<file path="config.mk">
export PLATFORM = sky130hd
export DESIGN_NAME = at_ipd_receive_parser_flat
export DESIGN_NICKNAME = d
export VERILOG_FILES = /design/src/rtl/core/atipd_pkg.sv /design/src/rtl/core/atipd_if.sv /design/src/rtl/core/at_ipd_receive_parser.sv /design/src/flat_wrapper.sv
export VERILOG_INCLUDE_DIRS = /design/src /design/src/rtl/core
export SDC_FILE = /design/constraint.sdc
export NUM_CORES = 1
export LEC_CHECK = 0
export BUFFER_PORTS_ARGS = -buffer_cell sky130_fd_sc_hd__buf_2
export CORE_MARGIN = 2
export CORE_UTILIZATION = 40
export CTS_CLUSTER_SIZE = 16
export DETAILED_ROUTE_END_ITERATION = 16
export GPL_TIMING_DRIVEN = 0
export PLACE_DENSITY_LB_ADDON = 0.3
export SETUP_SLACK_MARGIN = 0.3
export SLEW_MARGIN = 30
export SYNTH_ARGS = -nofsm -noshare
export SYNTH_HDL_FRONTEND = slang
export SYNTH_SLANG_ARGS = --single-unit
export TNS_END_PERCENT = 100
</file>
<file path="constraint.sdc">
create_clock -name clock -period 5.35 [get_ports clock]
set_input_delay 1.605 -clock clock [delete_from_list [all_inputs] [get_ports clock]]
set_output_delay 1.605 -clock clock [all_outputs]
set_load 0.1 [all_outputs]
</file>
<file path="src/rtl/core/at_ipd_receive_parser_defines.svh">
// Assertion macros for the +IPD receive parser.
// Included by at_ipd_receive_parser.sv; no other dependencies.
`ifndef AT_IPD_RECEIVE_PARSER_DEFINES_SVH
`define AT_IPD_RECEIVE_PARSER_DEFINES_SVH

// Same-cycle implication, checked on every clock edge outside reset.
`define ATIPD_ASSERT_NOW(label, clk, rst, cond, consq, msg) \
   label: assert property (@(posedge clk) disable iff (rst) (cond) |-> (consq)) \
      else $error(msg);

// Next-cycle implication.
`define ATIPD_ASSERT_NEXT(label, clk, rst, cond, consq, msg) \
   label: assert property (@(posedge clk) disable iff (rst) (cond) |=> (consq)) \
      else $error(msg);

`endif

</file>
<file path="src/rtl/core/atipd_pkg.sv">
// Shared widths, codes and the result record of the +IPD receive parser.
// No dependencies.
package atipd_pkg;

   // Field widths
   localparam int unsigned OP_W      = 2;
   localparam int unsigned BYTE_W    = 8;
   localparam int unsigned IDX_W     = 12;
   localparam int unsigned MSG_LEN_W = 12;
   localparam int unsigned CLIENT_W  = 8;
   localparam int unsigned EV_W      = 3;
   localparam int unsigned CNT_W     = 16;
   localparam int unsigned RUN_W     = 4;

   // Defaults and fixed run length
   localparam int unsigned MAX_LENGTH_DEF = 4095;
   localparam logic [RUN_W-1:0] RESET_RUN = RUN_W'(10);

   // Operation codes
   localparam logic [OP_W-1:0] OP_BYTE  = 2'd0;
   localparam logic [OP_W-1:0] OP_CLEAR = 2'd1;
   localparam logic [OP_W-1:0] OP_TAKE  = 2'd2;

   // Command events
   localparam logic [EV_W-1:0] EV_NONE    = 3'd0;
   localparam logic [EV_W-1:0] EV_PREV    = 3'd1;
   localparam logic [EV_W-1:0] EV_NEXT    = 3'd2;
   localparam logic [EV_W-1:0] EV_ROLL    = 3'd3;
   localparam logic [EV_W-1:0] EV_STATIC  = 3'd4;
   localparam logic [EV_W-1:0] EV_COLLECT = 3'd5;

   // Characters
   localparam logic [BYTE_W-1:0] CH_PLUS   = 8'h2B;
   localparam logic [BYTE_W-1:0] CH_S      = 8'h53;
   localparam logic [BYTE_W-1:0] CH_E      = 8'h45;
   localparam logic [BYTE_W-1:0] CH_COLON  = 8'h3A;
   localparam logic [BYTE_W-1:0] CH_COMMA  = 8'h2C;
   localparam logic [BYTE_W-1:0] CH_LF     = 8'h0A;
   localparam logic [BYTE_W-1:0] CH_CR     = 8'h0D;
   localparam logic [BYTE_W-1:0] CH_ESC    = 8'h7F;
   localparam logic [BYTE_W-1:0] CH_DOLLAR = 8'h24;
   localparam logic [BYTE_W-1:0] CH_HASH   = 8'h23;
   localparam logic [BYTE_W-1:0] CH_AMP    = 8'h26;
   localparam logic [BYTE_W-1:0] CH_STAR   = 8'h2A;
   localparam logic [BYTE_W-1:0] CH_BRACK  = 8'h5B;
   localparam logic [BYTE_W-1:0] CH_ZERO   = 8'h30;
   localparam logic [BYTE_W-1:0] CH_NINE   = 8'h39;

   // One result beat
   typedef struct packed {
      logic                 payload_valid;
      logic [BYTE_W-1:0]    payload_byte;
      logic [IDX_W-1:0]     payload_index;
      logic                 message_done;
      logic [CLIENT_W-1:0]  client_id;
      logic [MSG_LEN_W-1:0] message_length;
      logic                 message_ready;
      logic                 send_ok;
      logic [EV_W-1:0]      command_event;
      logic                 reset_request;
   } rsp_type;

endpackage

</file>
<file path="src/rtl/core/atipd_if.sv">
// Valid/ready channel interfaces for the request and result streams.
// Depends on atipd_pkg.
interface atipd_req_if;
   logic                         valid;
   logic                         ready;
   logic [atipd_pkg::OP_W-1:0]   op;
   logic [atipd_pkg::BYTE_W-1:0] rx_byte;

   modport source (output valid, op, rx_byte, input ready);
   modport sink   (input valid, op, rx_byte, output ready);
endinterface

interface atipd_rsp_if;
   logic                            valid;
   logic                            ready;
   logic                            payload_valid;
   logic [atipd_pkg::BYTE_W-1:0]    payload_byte;
   logic [atipd_pkg::IDX_W-1:0]     payload_index;
   logic                            message_done;
   logic [atipd_pkg::CLIENT_W-1:0]  client_id;
   logic [atipd_pkg::MSG_LEN_W-1:0] message_length;
   logic                            message_ready;
   logic                            send_ok;
   logic [atipd_pkg::EV_W-1:0]      command_event;
   logic                            reset_request;

   modport source (output valid, payload_valid, payload_byte, payload_index, message_done,
                   client_id, message_length, message_ready, send_ok, command_event,
                   reset_request, input ready);
   modport sink   (input valid, payload_valid, payload_byte, payload_index, message_done,
                   client_id, message_length, message_ready, send_ok, command_event,
                   reset_request, output ready);
endinterface

</file>
<file path="src/rtl/core/at_ipd_receive_parser.sv">
// Usage notes for the +IPD receive parser.
// req_ch carries one beat per UART byte or command: op 0 is a received byte,
// op 1 clears the received message and accumulators, op 2 reads and clears
// the send-ok flag, op 3 does nothing. rsp_ch returns exactly one beat per
// request beat: the payload byte with its index and last mark when the byte
// belongs to a frame payload, plus client number, declared length, the ready
// and send-ok flags, a command event and a reset request.
// The result beat is registered and valid in the cycle after the request beat
// is taken. Throughput: one beat per cycle while results are taken; the parser
// state updates in a single pass of combinational logic from the state
// registers into the result register, so back-to-back beats pass without gaps.
// If the receiver stalls, the result register holds its beat and req_ch.ready
// drops until the beat is taken; in the cycle it is taken a new request is
// accepted.
// Synchronous reset clears all parser flags, accumulators, the payload count,
// the 0x7F run and the result valid.
// Depends on atipd_pkg, atipd_if.sv and at_ipd_receive_parser_defines.svh.
`include "at_ipd_receive_parser_defines.svh"

module at_ipd_receive_parser #(
   parameter int unsigned MAX_LENGTH = atipd_pkg::MAX_LENGTH_DEF
) (
   input  logic          clock,
   input  logic          reset,
   atipd_req_if.sink     req_ch,
   atipd_rsp_if.source   rsp_ch
);
   import atipd_pkg::*;

   localparam int unsigned LEN_W   = $clog2(MAX_LENGTH + 1);
   localparam int unsigned LMUL_W  = LEN_W + 4;
   localparam logic [LEN_W-1:0] LEN_MAX = LEN_W'(MAX_LENGTH);

   // Parser state
   logic                line_start_ff, line_start_in;
   logic                in_frame_ff, in_frame_in;
   logic                seen_comma_ff, seen_comma_in;
   logic                rd_client_ff, rd_client_in;
   logic                rd_length_ff, rd_length_in;
   logic                rd_payload_ff, rd_payload_in;
   logic [CLIENT_W-1:0] client_ff, client_in;
   logic [LEN_W-1:0]    length_ff, length_in;
   logic [CNT_W-1:0]    count_ff, count_in;
   logic                ready_flag_ff, ready_flag_in;
   logic                send_ff, send_in;
   logic [RUN_W-1:0]    run_ff, run_in;

   // Result register
   logic    rsp_valid_ff;
   rsp_type rsp_ff, rsp_in;

   logic                accept;
   logic [BYTE_W-1:0]   rx;
   logic                is_digit;
   logic [3:0]          digit;
   logic [LMUL_W-1:0]   len_mul;
   logic [LEN_W-1:0]    len_sat;
   logic [11:0]         cli_mul;
   logic [CLIENT_W-1:0] cli_sat;
   logic [CNT_W-1:0]    count_inc;
   logic [RUN_W-1:0]    run_inc;

   assign accept       = req_ch.valid && req_ch.ready;
   assign req_ch.ready = !rsp_valid_ff || rsp_ch.ready;
   assign rx           = req_ch.rx_byte;

   // Decimal accumulate with saturation
   assign is_digit = (rx >= CH_ZERO) && (rx <= CH_NINE);
   assign digit    = 4'(rx - CH_ZERO);
   assign len_mul  = (LMUL_W'(length_ff) << 3) + (LMUL_W'(length_ff) << 1) + LMUL_W'(digit);
   assign len_sat  = (len_mul > LMUL_W'(MAX_LENGTH)) ? LEN_MAX : len_mul[LEN_W-1:0];
   assign cli_mul  = (12'(client_ff) << 3) + (12'(client_ff) << 1) + 12'(digit);
   assign cli_sat  = (cli_mul > 12'd255) ? 8'hFF : cli_mul[CLIENT_W-1:0];

   assign count_inc = (count_ff == {CNT_W{1'b1}}) ? count_ff : count_ff + 1'b1;
   assign run_inc   = run_ff + 1'b1;

   // Next state and result for one beat
   always_comb begin
      logic frame_mid;
      line_start_in = line_start_ff;
      in_frame_in   = in_frame_ff;
      seen_comma_in = seen_comma_ff;
      rd_client_in  = rd_client_ff;
      rd_length_in  = rd_length_ff;
      rd_payload_in = rd_payload_ff;
      client_in     = client_ff;
      length_in     = length_ff;
      count_in      = count_ff;
      ready_flag_in = ready_flag_ff;
      send_in       = send_ff;
      run_in        = run_ff;
      frame_mid     = in_frame_ff;
      rsp_in        = '0;

      case (req_ch.op)
         OP_BYTE: begin
            // single-byte commands
            case (rx)
               CH_DOLLAR: rsp_in.command_event = EV_PREV;
               CH_HASH:   rsp_in.command_event = EV_NEXT;
               CH_AMP:    rsp_in.command_event = EV_ROLL;
               CH_STAR:   rsp_in.command_event = EV_STATIC;
               CH_BRACK:  rsp_in.command_event = EV_COLLECT;
               default:   rsp_in.command_event = EV_NONE;
            endcase

            if (rx == CH_LF) begin
               line_start_in = 1'b1;
            end else if (rx == CH_CR) begin
               line_start_in = 1'b0;
            end else begin
               if (in_frame_ff) begin
                  if (!rd_payload_ff) begin
                     // header: client, length, colon
                     if (rx != CH_COLON && rd_length_ff && is_digit)
                        length_in = len_sat;
                     if (rx == CH_COMMA && seen_comma_ff && rd_client_ff && !rd_length_ff) begin
                        rd_length_in = 1'b1;
                        rd_client_in = 1'b0;
                     end
                     if (rx == CH_COMMA && !seen_comma_ff && !rd_client_ff) begin
                        rd_client_in  = 1'b1;
                        seen_comma_in = 1'b1;
                     end
                     if (rx != CH_COMMA && rd_client_ff && is_digit)
                        client_in = cli_sat;
                     if (rx == CH_COLON) begin
                        if (length_ff == '0) begin
                           ready_flag_in = 1'b1;
                           in_frame_in   = 1'b0;
                           seen_comma_in = 1'b0;
                           rd_client_in  = 1'b0;
                           rd_length_in  = 1'b0;
                           rd_payload_in = 1'b0;
                           frame_mid     = 1'b0;
                        end else begin
                           rd_payload_in = 1'b1;
                        end
                     end
                  end else begin
                     // payload byte
                     rsp_in.payload_valid = 1'b1;
                     rsp_in.payload_byte  = rx;
                     rsp_in.payload_index = IDX_W'(count_ff);
                     count_in             = count_inc;
                     if (count_inc >= CNT_W'(length_ff)) begin
                        rsp_in.message_done = 1'b1;
                        ready_flag_in = 1'b1;
                        in_frame_in   = 1'b0;
                        seen_comma_in = 1'b0;
                        rd_client_in  = 1'b0;
                        rd_length_in  = 1'b0;
                        rd_payload_in = 1'b0;
                        frame_mid     = 1'b0;
                     end
                  end
               end
               // line start outside a frame
               if (!frame_mid && line_start_ff) begin
                  if (rx == CH_PLUS)
                     in_frame_in = 1'b1;
                  else if (rx == CH_E)
                     send_in = 1'b0;
                  else if (rx == CH_S)
                     send_in = 1'b1;
                  line_start_in = 1'b0;
               end
            end

            // run of escape bytes
            if (rx == CH_ESC) begin
               if (run_inc == RESET_RUN) begin
                  run_in               = '0;
                  rsp_in.reset_request = 1'b1;
               end else begin
                  run_in = run_inc;
               end
            end else begin
               run_in = '0;
            end
            rsp_in.send_ok = send_in;
         end
         OP_CLEAR: begin
            ready_flag_in  = 1'b0;
            client_in      = '0;
            length_in      = '0;
            count_in       = '0;
            rsp_in.send_ok = send_ff;
         end
         OP_TAKE: begin
            rsp_in.send_ok = send_ff;
            send_in        = 1'b0;
         end
         default: begin
            rsp_in.send_ok = send_ff;
         end
      endcase

      rsp_in.client_id      = client_in;
      rsp_in.message_length = MSG_LEN_W'(length_in);
      rsp_in.message_ready  = ready_flag_in;
   end

   // State, result valid and result beat
   always_ff @(posedge clock) begin
      if (reset) begin
         line_start_ff <= 1'b0;
         in_frame_ff   <= 1'b0;
         seen_comma_ff <= 1'b0;
         rd_client_ff  <= 1'b0;
         rd_length_ff  <= 1'b0;
         rd_payload_ff <= 1'b0;
         client_ff     <= '0;
         length_ff     <= '0;
         count_ff      <= '0;
         ready_flag_ff <= 1'b0;
         send_ff       <= 1'b0;
         run_ff        <= '0;
         rsp_valid_ff  <= 1'b0;
      end else begin
         if (accept) begin
            line_start_ff <= line_start_in;
            in_frame_ff   <= in_frame_in;
            seen_comma_ff <= seen_comma_in;
            rd_client_ff  <= rd_client_in;
            rd_length_ff  <= rd_length_in;
            rd_payload_ff <= rd_payload_in;
            client_ff     <= client_in;
            length_ff     <= length_in;
            count_ff      <= count_in;
            ready_flag_ff <= ready_flag_in;
            send_ff       <= send_in;
            run_ff        <= run_in;
            rsp_valid_ff  <= 1'b1;
         end else if (rsp_ch.ready) begin
            rsp_valid_ff  <= 1'b0;
         end
      end
   end

   always_ff @(posedge clock) begin
      if (accept) begin
         rsp_ff <= rsp_in;
      end
   end

   // Result channel
   assign rsp_ch.valid          = rsp_valid_ff;
   assign rsp_ch.payload_valid  = rsp_ff.payload_valid;
   assign rsp_ch.payload_byte   = rsp_ff.payload_byte;
   assign rsp_ch.payload_index  = rsp_ff.payload_index;
   assign rsp_ch.message_done   = rsp_ff.message_done;
   assign rsp_ch.client_id      = rsp_ff.client_id;
   assign rsp_ch.message_length = rsp_ff.message_length;
   assign rsp_ch.message_ready  = rsp_ff.message_ready;
   assign rsp_ch.send_ok        = rsp_ff.send_ok;
   assign rsp_ch.command_event  = rsp_ff.command_event;
   assign rsp_ch.reset_request  = rsp_ff.reset_request;

   // Checks
   `ATIPD_ASSERT_NOW(a_payload_in_frame, clock, reset, rd_payload_ff, in_frame_ff, "payload phase outside a frame")
   `ATIPD_ASSERT_NOW(a_header_phase, clock, reset, rd_client_ff, !rd_length_ff && seen_comma_ff, "client and length phases overlap")
   `ATIPD_ASSERT_NOW(a_done_sets_ready, clock, reset, rsp_valid_ff && rsp_ff.message_done, rsp_ff.payload_valid && rsp_ff.message_ready, "frame end without ready flag")
   `ATIPD_ASSERT_NEXT(a_reset_run_restarts, clock, reset, rsp_ch.valid && rsp_ch.reset_request && $past(accept), run_ff == '0 || $past(accept), "escape run not restarted")

endmodule
</file>
<file path="src/flat_wrapper.sv">
// flat-port wrapper written by rule: the top's interface ports become plain ports
module at_ipd_receive_parser_flat import atipd_pkg::*;
#(
   parameter int unsigned MAX_LENGTH = atipd_pkg::MAX_LENGTH_DEF
)
  (clock, reset, req_ch_valid, req_ch_op, req_ch_rx_byte, req_ch_ready, rsp_ch_valid, rsp_ch_payload_valid, rsp_ch_payload_byte, rsp_ch_payload_index, rsp_ch_message_done, rsp_ch_client_id, rsp_ch_message_length, rsp_ch_message_ready, rsp_ch_send_ok, rsp_ch_command_event, rsp_ch_reset_request, rsp_ch_ready);
  atipd_req_if req_ch_i ();
  atipd_rsp_if rsp_ch_i ();
  input  logic clock;
  input  logic reset;
  input wire logic [$bits(req_ch_i.valid)-1:0] req_ch_valid;
  input wire logic [$bits(req_ch_i.op)-1:0] req_ch_op;
  input wire logic [$bits(req_ch_i.rx_byte)-1:0] req_ch_rx_byte;
  output wire logic [$bits(req_ch_i.ready)-1:0] req_ch_ready;
  output wire logic [$bits(rsp_ch_i.valid)-1:0] rsp_ch_valid;
  output wire logic [$bits(rsp_ch_i.payload_valid)-1:0] rsp_ch_payload_valid;
  output wire logic [$bits(rsp_ch_i.payload_byte)-1:0] rsp_ch_payload_byte;
  output wire logic [$bits(rsp_ch_i.payload_index)-1:0] rsp_ch_payload_index;
  output wire logic [$bits(rsp_ch_i.message_done)-1:0] rsp_ch_message_done;
  output wire logic [$bits(rsp_ch_i.client_id)-1:0] rsp_ch_client_id;
  output wire logic [$bits(rsp_ch_i.message_length)-1:0] rsp_ch_message_length;
  output wire logic [$bits(rsp_ch_i.message_ready)-1:0] rsp_ch_message_ready;
  output wire logic [$bits(rsp_ch_i.send_ok)-1:0] rsp_ch_send_ok;
  output wire logic [$bits(rsp_ch_i.command_event)-1:0] rsp_ch_command_event;
  output wire logic [$bits(rsp_ch_i.reset_request)-1:0] rsp_ch_reset_request;
  input wire logic [$bits(rsp_ch_i.ready)-1:0] rsp_ch_ready;
  assign req_ch_i.valid = req_ch_valid;
  assign req_ch_i.op = req_ch_op;
  assign req_ch_i.rx_byte = req_ch_rx_byte;
  assign req_ch_ready = req_ch_i.ready;
  assign rsp_ch_valid = rsp_ch_i.valid;
  assign rsp_ch_payload_valid = rsp_ch_i.payload_valid;
  assign rsp_ch_payload_byte = rsp_ch_i.payload_byte;
  assign rsp_ch_payload_index = rsp_ch_i.payload_index;
  assign rsp_ch_message_done = rsp_ch_i.message_done;
  assign rsp_ch_client_id = rsp_ch_i.client_id;
  assign rsp_ch_message_length = rsp_ch_i.message_length;
  assign rsp_ch_message_ready = rsp_ch_i.message_ready;
  assign rsp_ch_send_ok = rsp_ch_i.send_ok;
  assign rsp_ch_command_event = rsp_ch_i.command_event;
  assign rsp_ch_reset_request = rsp_ch_i.reset_request;
  assign rsp_ch_i.ready = rsp_ch_ready;
  at_ipd_receive_parser #(.MAX_LENGTH(MAX_LENGTH)) u_core (.clock(clock), .reset(reset), .req_ch(req_ch_i), .rsp_ch(rsp_ch_i));
endmodule
</file>
### Yosys cells after proc, flatten, opt, wreduce, memory -nomap -nowiden

Cells that the tools add are included.

| cells by class | value |
|---|---|
| muxes and demuxes | 73 |
| $lt $le $gt $ge | 5 |
| add/sub/neg operators | 7 |
| equality and inequality tests | 24 |
| shift operators | 0 |
| bitwise logic cells | 5 |
| reduce and logical (&&, ||, !) cells | 34 |
| div/mod/pow operators | 0 |
| multipliers | 0 |

Operator list:

| cell | number |
|---|---|
| 2-to-1 mux 16 bit | 5 |
| 2-to-1 mux 12 bit | 6 |
| == test 8 x 6 -> 1 bit (second input constant) | 7 |
| 2-to-1 mux 8 bit | 6 |
| 2-to-1 mux 1 bit | 47 |
| == test 8 x 7 -> 1 bit (second input constant) | 4 |
| case mux 16 bit (2 select lines) | 1 |
| case mux 12 bit (2 select lines) | 1 |
| 2-to-1 mux 22 bit | 1 |
| adder 15 x 13 -> 16 bit | 1 |
| adder 16 x 1 -> 16 bit (second input constant) | 1 |
| adder 16 x 4 -> 16 bit | 1 |
| == test 16 bit (second input constant) | 1 |
| == test 8 x 4 -> 1 bit (second input constant) | 2 |
| greater-or-equal comparator 16 x 12 -> 1 bit | 1 |
| greater-than comparator 16 x 12 -> 1 bit (second input constant) | 1 |
| != test 8 x 6 -> 1 bit (second input constant) | 2 |
| case mux 8 bit (2 select lines) | 1 |
| case mux 3 bit (5 select lines) | 1 |
| adder 11 x 9 -> 12 bit | 1 |
| adder 12 x 4 -> 12 bit | 1 |
| greater-than comparator 12 x 8 -> 1 bit (second input constant) | 1 |
| logical AND 1 bit | 12 |
| logical NOT 12 bit | 1 |
| other kinds (24) | 42 |

| word-level totals | value |
|---|---|
| bits in read-only memories | 0 |
| RAM bits | 0 |
| output and inout bits | 50 |
| memories kept | 0 |
| bits of input ports | 14 |
| logic and storage cells | 171 |
| bits in latches | 0 |
| register bits after elaboration | 97 |

### Depth between registers and ports, before layout

| depth | value |
|---|---|
| depth in word-level cells | 15 |
| depth in mapped cells | 15 |
| mapped depth without buffers | 15 |

### Worst setup path before layout

OpenSTA, ideal clock, no wires.

| path | value |
|---|---|
| kind | input to register |
| start point | input port req_ch_rx_byte[3] |
| end point | register u_core.rsp_ff (netlist bit u_core.rsp_ch.message_length[4]), data pin |
| path buffers | 1 |
| arrival | 4.048 ns |
| path slack | 1.041 ns |
| stages on the path | 10 |
| setup time | 0.261 ns |
| cell sequence | fa_1 -> fa_1 -> a21o_1 -> a21oi_1 -> o21ai_0 -> a31oi_1 -> mux2i_1 -> a21boi_1 -> buf_2 -> a221o_1 |

| on the way | value |
|---|---|
| word-level cells in the longest chain between the ends | 10 |
| elaborated cells between the ends (all ways) | 18 |
| classes of those cells | add/sub: 2; order compare: 3; eq/ne: 3; mux: 7; reduce/logical: 3 |

Ends and longest elaborated chain:

| element | RTL line | RTL |
|---|---|---|
| start, declared | flat_wrapper.sv:13 | `input wire logic [$bits(req_ch_i.rx_byte)-1:0] req_ch_rx_byte;` |
| subtractor 4 x 1 -> 4 bit | at_ipd_receive_parser.sv:69 | `assign digit = 4'(rx - CH_ZERO);` |
| adder 16 x 4 -> 16 bit | at_ipd_receive_parser.sv:70 | `assign len_mul = (LMUL_W'(length_ff) << 3) + (LMUL_W'(length_ff) << 1) + LMUL_W'(digit);` |
| greater-than comparator 16 x 12 -> 1 bit | at_ipd_receive_parser.sv:71 | `assign len_sat = (len_mul > LMUL_W'(MAX_LENGTH)) ? LEN_MAX : len_mul[LEN_W-1:0];` |
| 2-to-1 mux 12 bit | at_ipd_receive_parser.sv:71 |  |
| 2-to-1 mux 12 bit | at_ipd_receive_parser.sv:116 | `if (rx != CH_COLON && rd_length_ff && is_digit)` |
| 2-to-1 mux 12 bit | at_ipd_receive_parser.sv:114 | `if (!rd_payload_ff) begin` |
| 2-to-1 mux 12 bit | at_ipd_receive_parser.sv:113 | `if (in_frame_ff) begin` |
| 2-to-1 mux 12 bit | at_ipd_receive_parser.sv:110 | `end else if (rx == CH_CR) begin` |
| 2-to-1 mux 12 bit * | at_ipd_receive_parser.sv:108 | `if (rx == CH_LF) begin` |
| case mux 12 bit (2 select lines) * | at_ipd_receive_parser.sv:96 | `case (req_ch.op)` |
| via u_core.length_in[4] | at_ipd_receive_parser.sv:42 | `logic [LEN_W-1:0] length_ff, length_in;` |
| end signal, assigned | at_ipd_receive_parser.sv:244 | `rsp_ff <= rsp_in;` |
| end, declared | at_ipd_receive_parser.sv:50 | `rsp_type rsp_ff, rsp_in;` |

Mark *: on every way through the listed nets, which the timed path passes. The rest lies on a longest branch.
A chain may end at the register's enable or synchronous reset.

### Final worst setup path

| path | value |
|---|---|
| start point | input port req_ch_rx_byte[3] |
| end point | register u_core.rsp_ff (netlist bit u_core.rsp_ch.message_length[1]), data pin |

The elaborated chain is that of the path after synthesis.

==> results.sh <==
export IMPL_clock_latency_ns=0.35
export IMPL_yosysWarnings=0
export IMPL_insertedDiodeCount=0
export IMPL_dieArea_um2=16300
export IMPL_cts_tree="done"
export IMPL_synth_cell_type_count=79
export IMPL_synth_top_area_cell="edfxtp_1"
export IMPL_die_x_um=128
export IMPL_fin_skew_ns=0.00754
export IMPL_routed_wl_um=15000
export IMPL_min_period_ns=4.59
export IMPL_arrival_ns=4.69
export IMPL_cts_resized=0
export IMPL_hold_viol_final=0
export IMPL_hold_depth=1
export IMPL_setup_viol=0
export IMPL_drt_iter0_markers=366
export IMPL_io_buffers=61
export IMPL_fin_tns_setup_ns=0
export IMPL_syn_inst=620
export IMPL_pre_cts_ws_ns=0.392
export IMPL_worstHoldStart="u_core.seen_comma_ff"
export IMPL_p_leak_nw=2.88
export IMPL_vias=5201
export IMPL_drc_errors=0
export IMPL_cts_buffers=9
export IMPL_syn_to_final_growth_pct=13.9
export IMPL_cts_buffer_depth=2
export IMPL_cp_num_buf_inv=2
export IMPL_grt_pass1_wl_um=24400
export IMPL_avgSynthCellArea_um2=9.87
export IMPL_rows=45
export IMPL_yosysSeqAreaShare_pct=39.6
export IMPL_synth_edff_count=48
export IMPL_synth_ff_type="dfxtp_1"
export IMPL_antenna_found_initial=0
export IMPL_powerDensity_nw_per_um2=237
export IMPL_worstSetupPathType="primary input to flop"
export IMPL_wl_per_cell_um=17.0
export IMPL_finalCritPeriodShare_pct=85.9
export IMPL_max_freq_mhz=218
export IMPL_htreeDepth=3
export IMPL_crit_fanout=10
export IMPL_yosys_top_cells_area="edfxtp_1, dfxtp_1, ha_1"
export IMPL_status="completed"
export IMPL_drive_gt1_share_pct=17.0
export IMPL_ir_drop_mv=0.128
export IMPL_synth_most_common_cell="ha_1"
export IMPL_root_buffer="clkbuf_16"
export IMPL_start_util_pct=40.6
export IMPL_dr_pass1_iters=7
export IMPL_synth_top_area_share_pct=23.5
export IMPL_async_flop_share_pct=0
export IMPL_viasPerCell=5.87
export IMPL_place_gp_congestion=0.872
export IMPL_grt_usage_pct=18.5
export IMPL_final_setup_worst_slack_ns=0.757
export IMPL_worst_endpoint_required_ns=5.44
export IMPL_cpLargestDelayFamily="compound AO/OA/AOI/OAI gates"
export IMPL_crit_path_start_kind="primary input"
export IMPL_grt_pass1_vias=4996
export IMPL_max_slew_margin_pct=47.3
export IMPL_core_area_um2=15100
export IMPL_rr_endpoint="u_core.rsp_ch.send_ok"
export IMPL_max_cap_viol_count=0
export IMPL_cts_setup_buffers=0
export IMPL_num_fill_cells=1441
export IMPL_reg2regPathDepth=14
export IMPL_critPathCaptureType="flop"
export IMPL_dp_hpwl_um=11200
export IMPL_tightest_slew_ns=0.786
export IMPL_ff2ff_setup_slack_ns=1.19
export IMPL_ys_top_cells_by_count="ha_1, dfxtp_1, edfxtp_1"
export IMPL_die_y_um=128
export IMPL_ios=64
export IMPL_hold_path_class="flop to flop"
export IMPL_gr_total_overflow=0
export IMPL_clock_sinks=97
export IMPL_reg2reg_from="u_core.count_ff[0]"
export IMPL_netlist_area_um2=6120
export IMPL_hold_buffers=0
export IMPL_slowest_stage="fa_1"
export IMPL_rsz0062_at_grt="no"
export IMPL_slew_violations=0
export IMPL_holdPathEnd="u_core.seen_comma_ff"
export IMPL_ant_nets=0
export IMPL_worstPathCellList="buf_2 > fa_1 > fa_1 > a21o_1 > a21oi_1 > o21ai_0 > a31oi_1 > mux2i_1 > a21boi_1 > buf_2 > a221o_1"
export IMPL_grt_max_degree=30
export IMPL_ys_ff_latch=97
export IMPL_max_stage_delay_ns=0.54
export IMPL_clk_pin_slew_worst_paths_ns=0.07
export IMPL_syn_nets=691
export IMPL_nNetsFinal=764
==> flip-flops by register name (all words and copies together) (netlist names) <==
signal                        count
u_core.rsp_ch.payload_valid       1
u_core.rd_payload_ff              1
u_core.rsp_ch.message_length     12
u_core.rsp_ch.payload_index      12
u_core.run_ff                     4
u_core.count_ff                  16
u_core.in_frame_ff                1
u_core.length_ff                 12
u_core.seen_comma_ff              1
u_core.rsp_ch.valid               1
u_core.rsp_ch.command_event       3
u_core.ready_flag_ff              1
u_core.line_start_ff              1
u_core.rd_length_ff               1
u_core.rsp_ch.reset_request       1
u_core.rsp_ch.payload_byte        8
u_core.rsp_ch.message_done        1
u_core.rd_client_ff               1
u_core.rsp_ch.message_ready       1
u_core.client_ff                  8
u_core.send_ff                    1
u_core.rsp_ch.send_ok             1
u_core.rsp_ch.client_id           8
==> power breakdown <==
| group | leakage (nW) | total (mW) | internal (mW) | switching, mW |
|---|---|---|---|---|
| combinational | 1.87 | 0.226 | 0.0319 | 0.194 |
| sequential | 0.872 | 0.799 | 0.795 | 0.00399 |
| clock | 0.143 | 0.624 | 0.325 | 0.300 |
==> per-layer routing <==
metal	vias up	global-route usage [%]	routed length [µm]
met5	-	0	0
li1	2503	-	-
met3	26	3.17	578
met1	2549	22.9	6710
met4	0	7.76	382
met2	123	31.9	7360
==> cell families after synthesis <==
kind of cell | after synthesis | share of synthesized area (%)
xor+xnor | 22 | 3.15
simple gates | 184 | 17.2
buf+inv | 68 | 4.78
flops | 97 | 39.6
compound gates | 188 | 22.4
fa+ha+maj | 57 | 12.1
mux | 4 | 0.695
==> worst reg2reg max path, delay by kind of cell (launching register included) <==
family	cells	cell delay, ns
flops	1	0.39
fa+ha+maj	2	0.58
simple gates	4	0.58
compound gates	7	2.17
xor+xnor	1	0.19
==> layout make-up <==
class                   instances  area (µm²)  area share, %
flip-flops and latches         97        2420           34.7
inverters                      37         139           1.99
clock buffers                   9         225           3.23
clock inverters                 7        60.1          0.861
repair buffers                 62         325           4.67
well taps                     188         235           3.37
multi-input cells             455        3410           48.9
plain buffers                  31         154           2.21
==> worst max-delay path by stage <==
stage	startpoint	to	cells past startpoint
final	req_ch_rx_byte[3]	u_core.rsp_ch.message_length[1]	11
after CTS	req_ch_rx_byte[3]	u_core.rsp_ch.message_length[1]	11
after floorplan	req_ch_rx_byte[3]	u_core.rsp_ch.message_length[4]	10
after global routing	req_ch_rx_byte[3]	u_core.rsp_ch.message_length[1]	11
after detailed placement	req_ch_rx_byte[3]	u_core.rsp_ch.message_length[1]	11
after global placement	req_ch_rx_byte[3]	u_core.rsp_ch.message_length[9]	11
==> through the flow <==
| step | power, mW | std cells | instance area, µm² | util, % | hold WS, ns |
|---|---|---|---|---|---|
| 6_report | 1.65 | 886 | 6970 | 46.2 | 0.510 |
| 5_1_grt | 1.70 | 886 | 6970 | 46.2 | 0.514 |
| 4_1_cts | 1.67 | 886 | 6970 | 46.2 | 0.511 |
| 3_5_place_dp | 1.04 | 870 | 6680 | 44.3 | 0.493 |
| 3_3_place_gp | 1.04 | 869 | 6660 | 44.1 | 0.466 |
| 2_1_floorplan | 0.996 | 620 | 6120 | - | 0.455 |
==> placed cells by master, fill, tap and decap left out, types with 8 or more instances in the layout <==
cell	count
a21oi_1	42
dfxtp_1	49
clkbuf_16	9
clkbuf_1	15
a21o_1	12
xnor2_1	18
nand3_1	13
nor2_1	42
edfxtp_1	48
o21ai_0	29
o21a_1	12
inv_1	35
ha_1	53
and2_1	19
buf_2	71
a221o_1	24
nand2_1	30
a22oi_1	8
nor3_1	18
(Power assumes the default switching activity.)
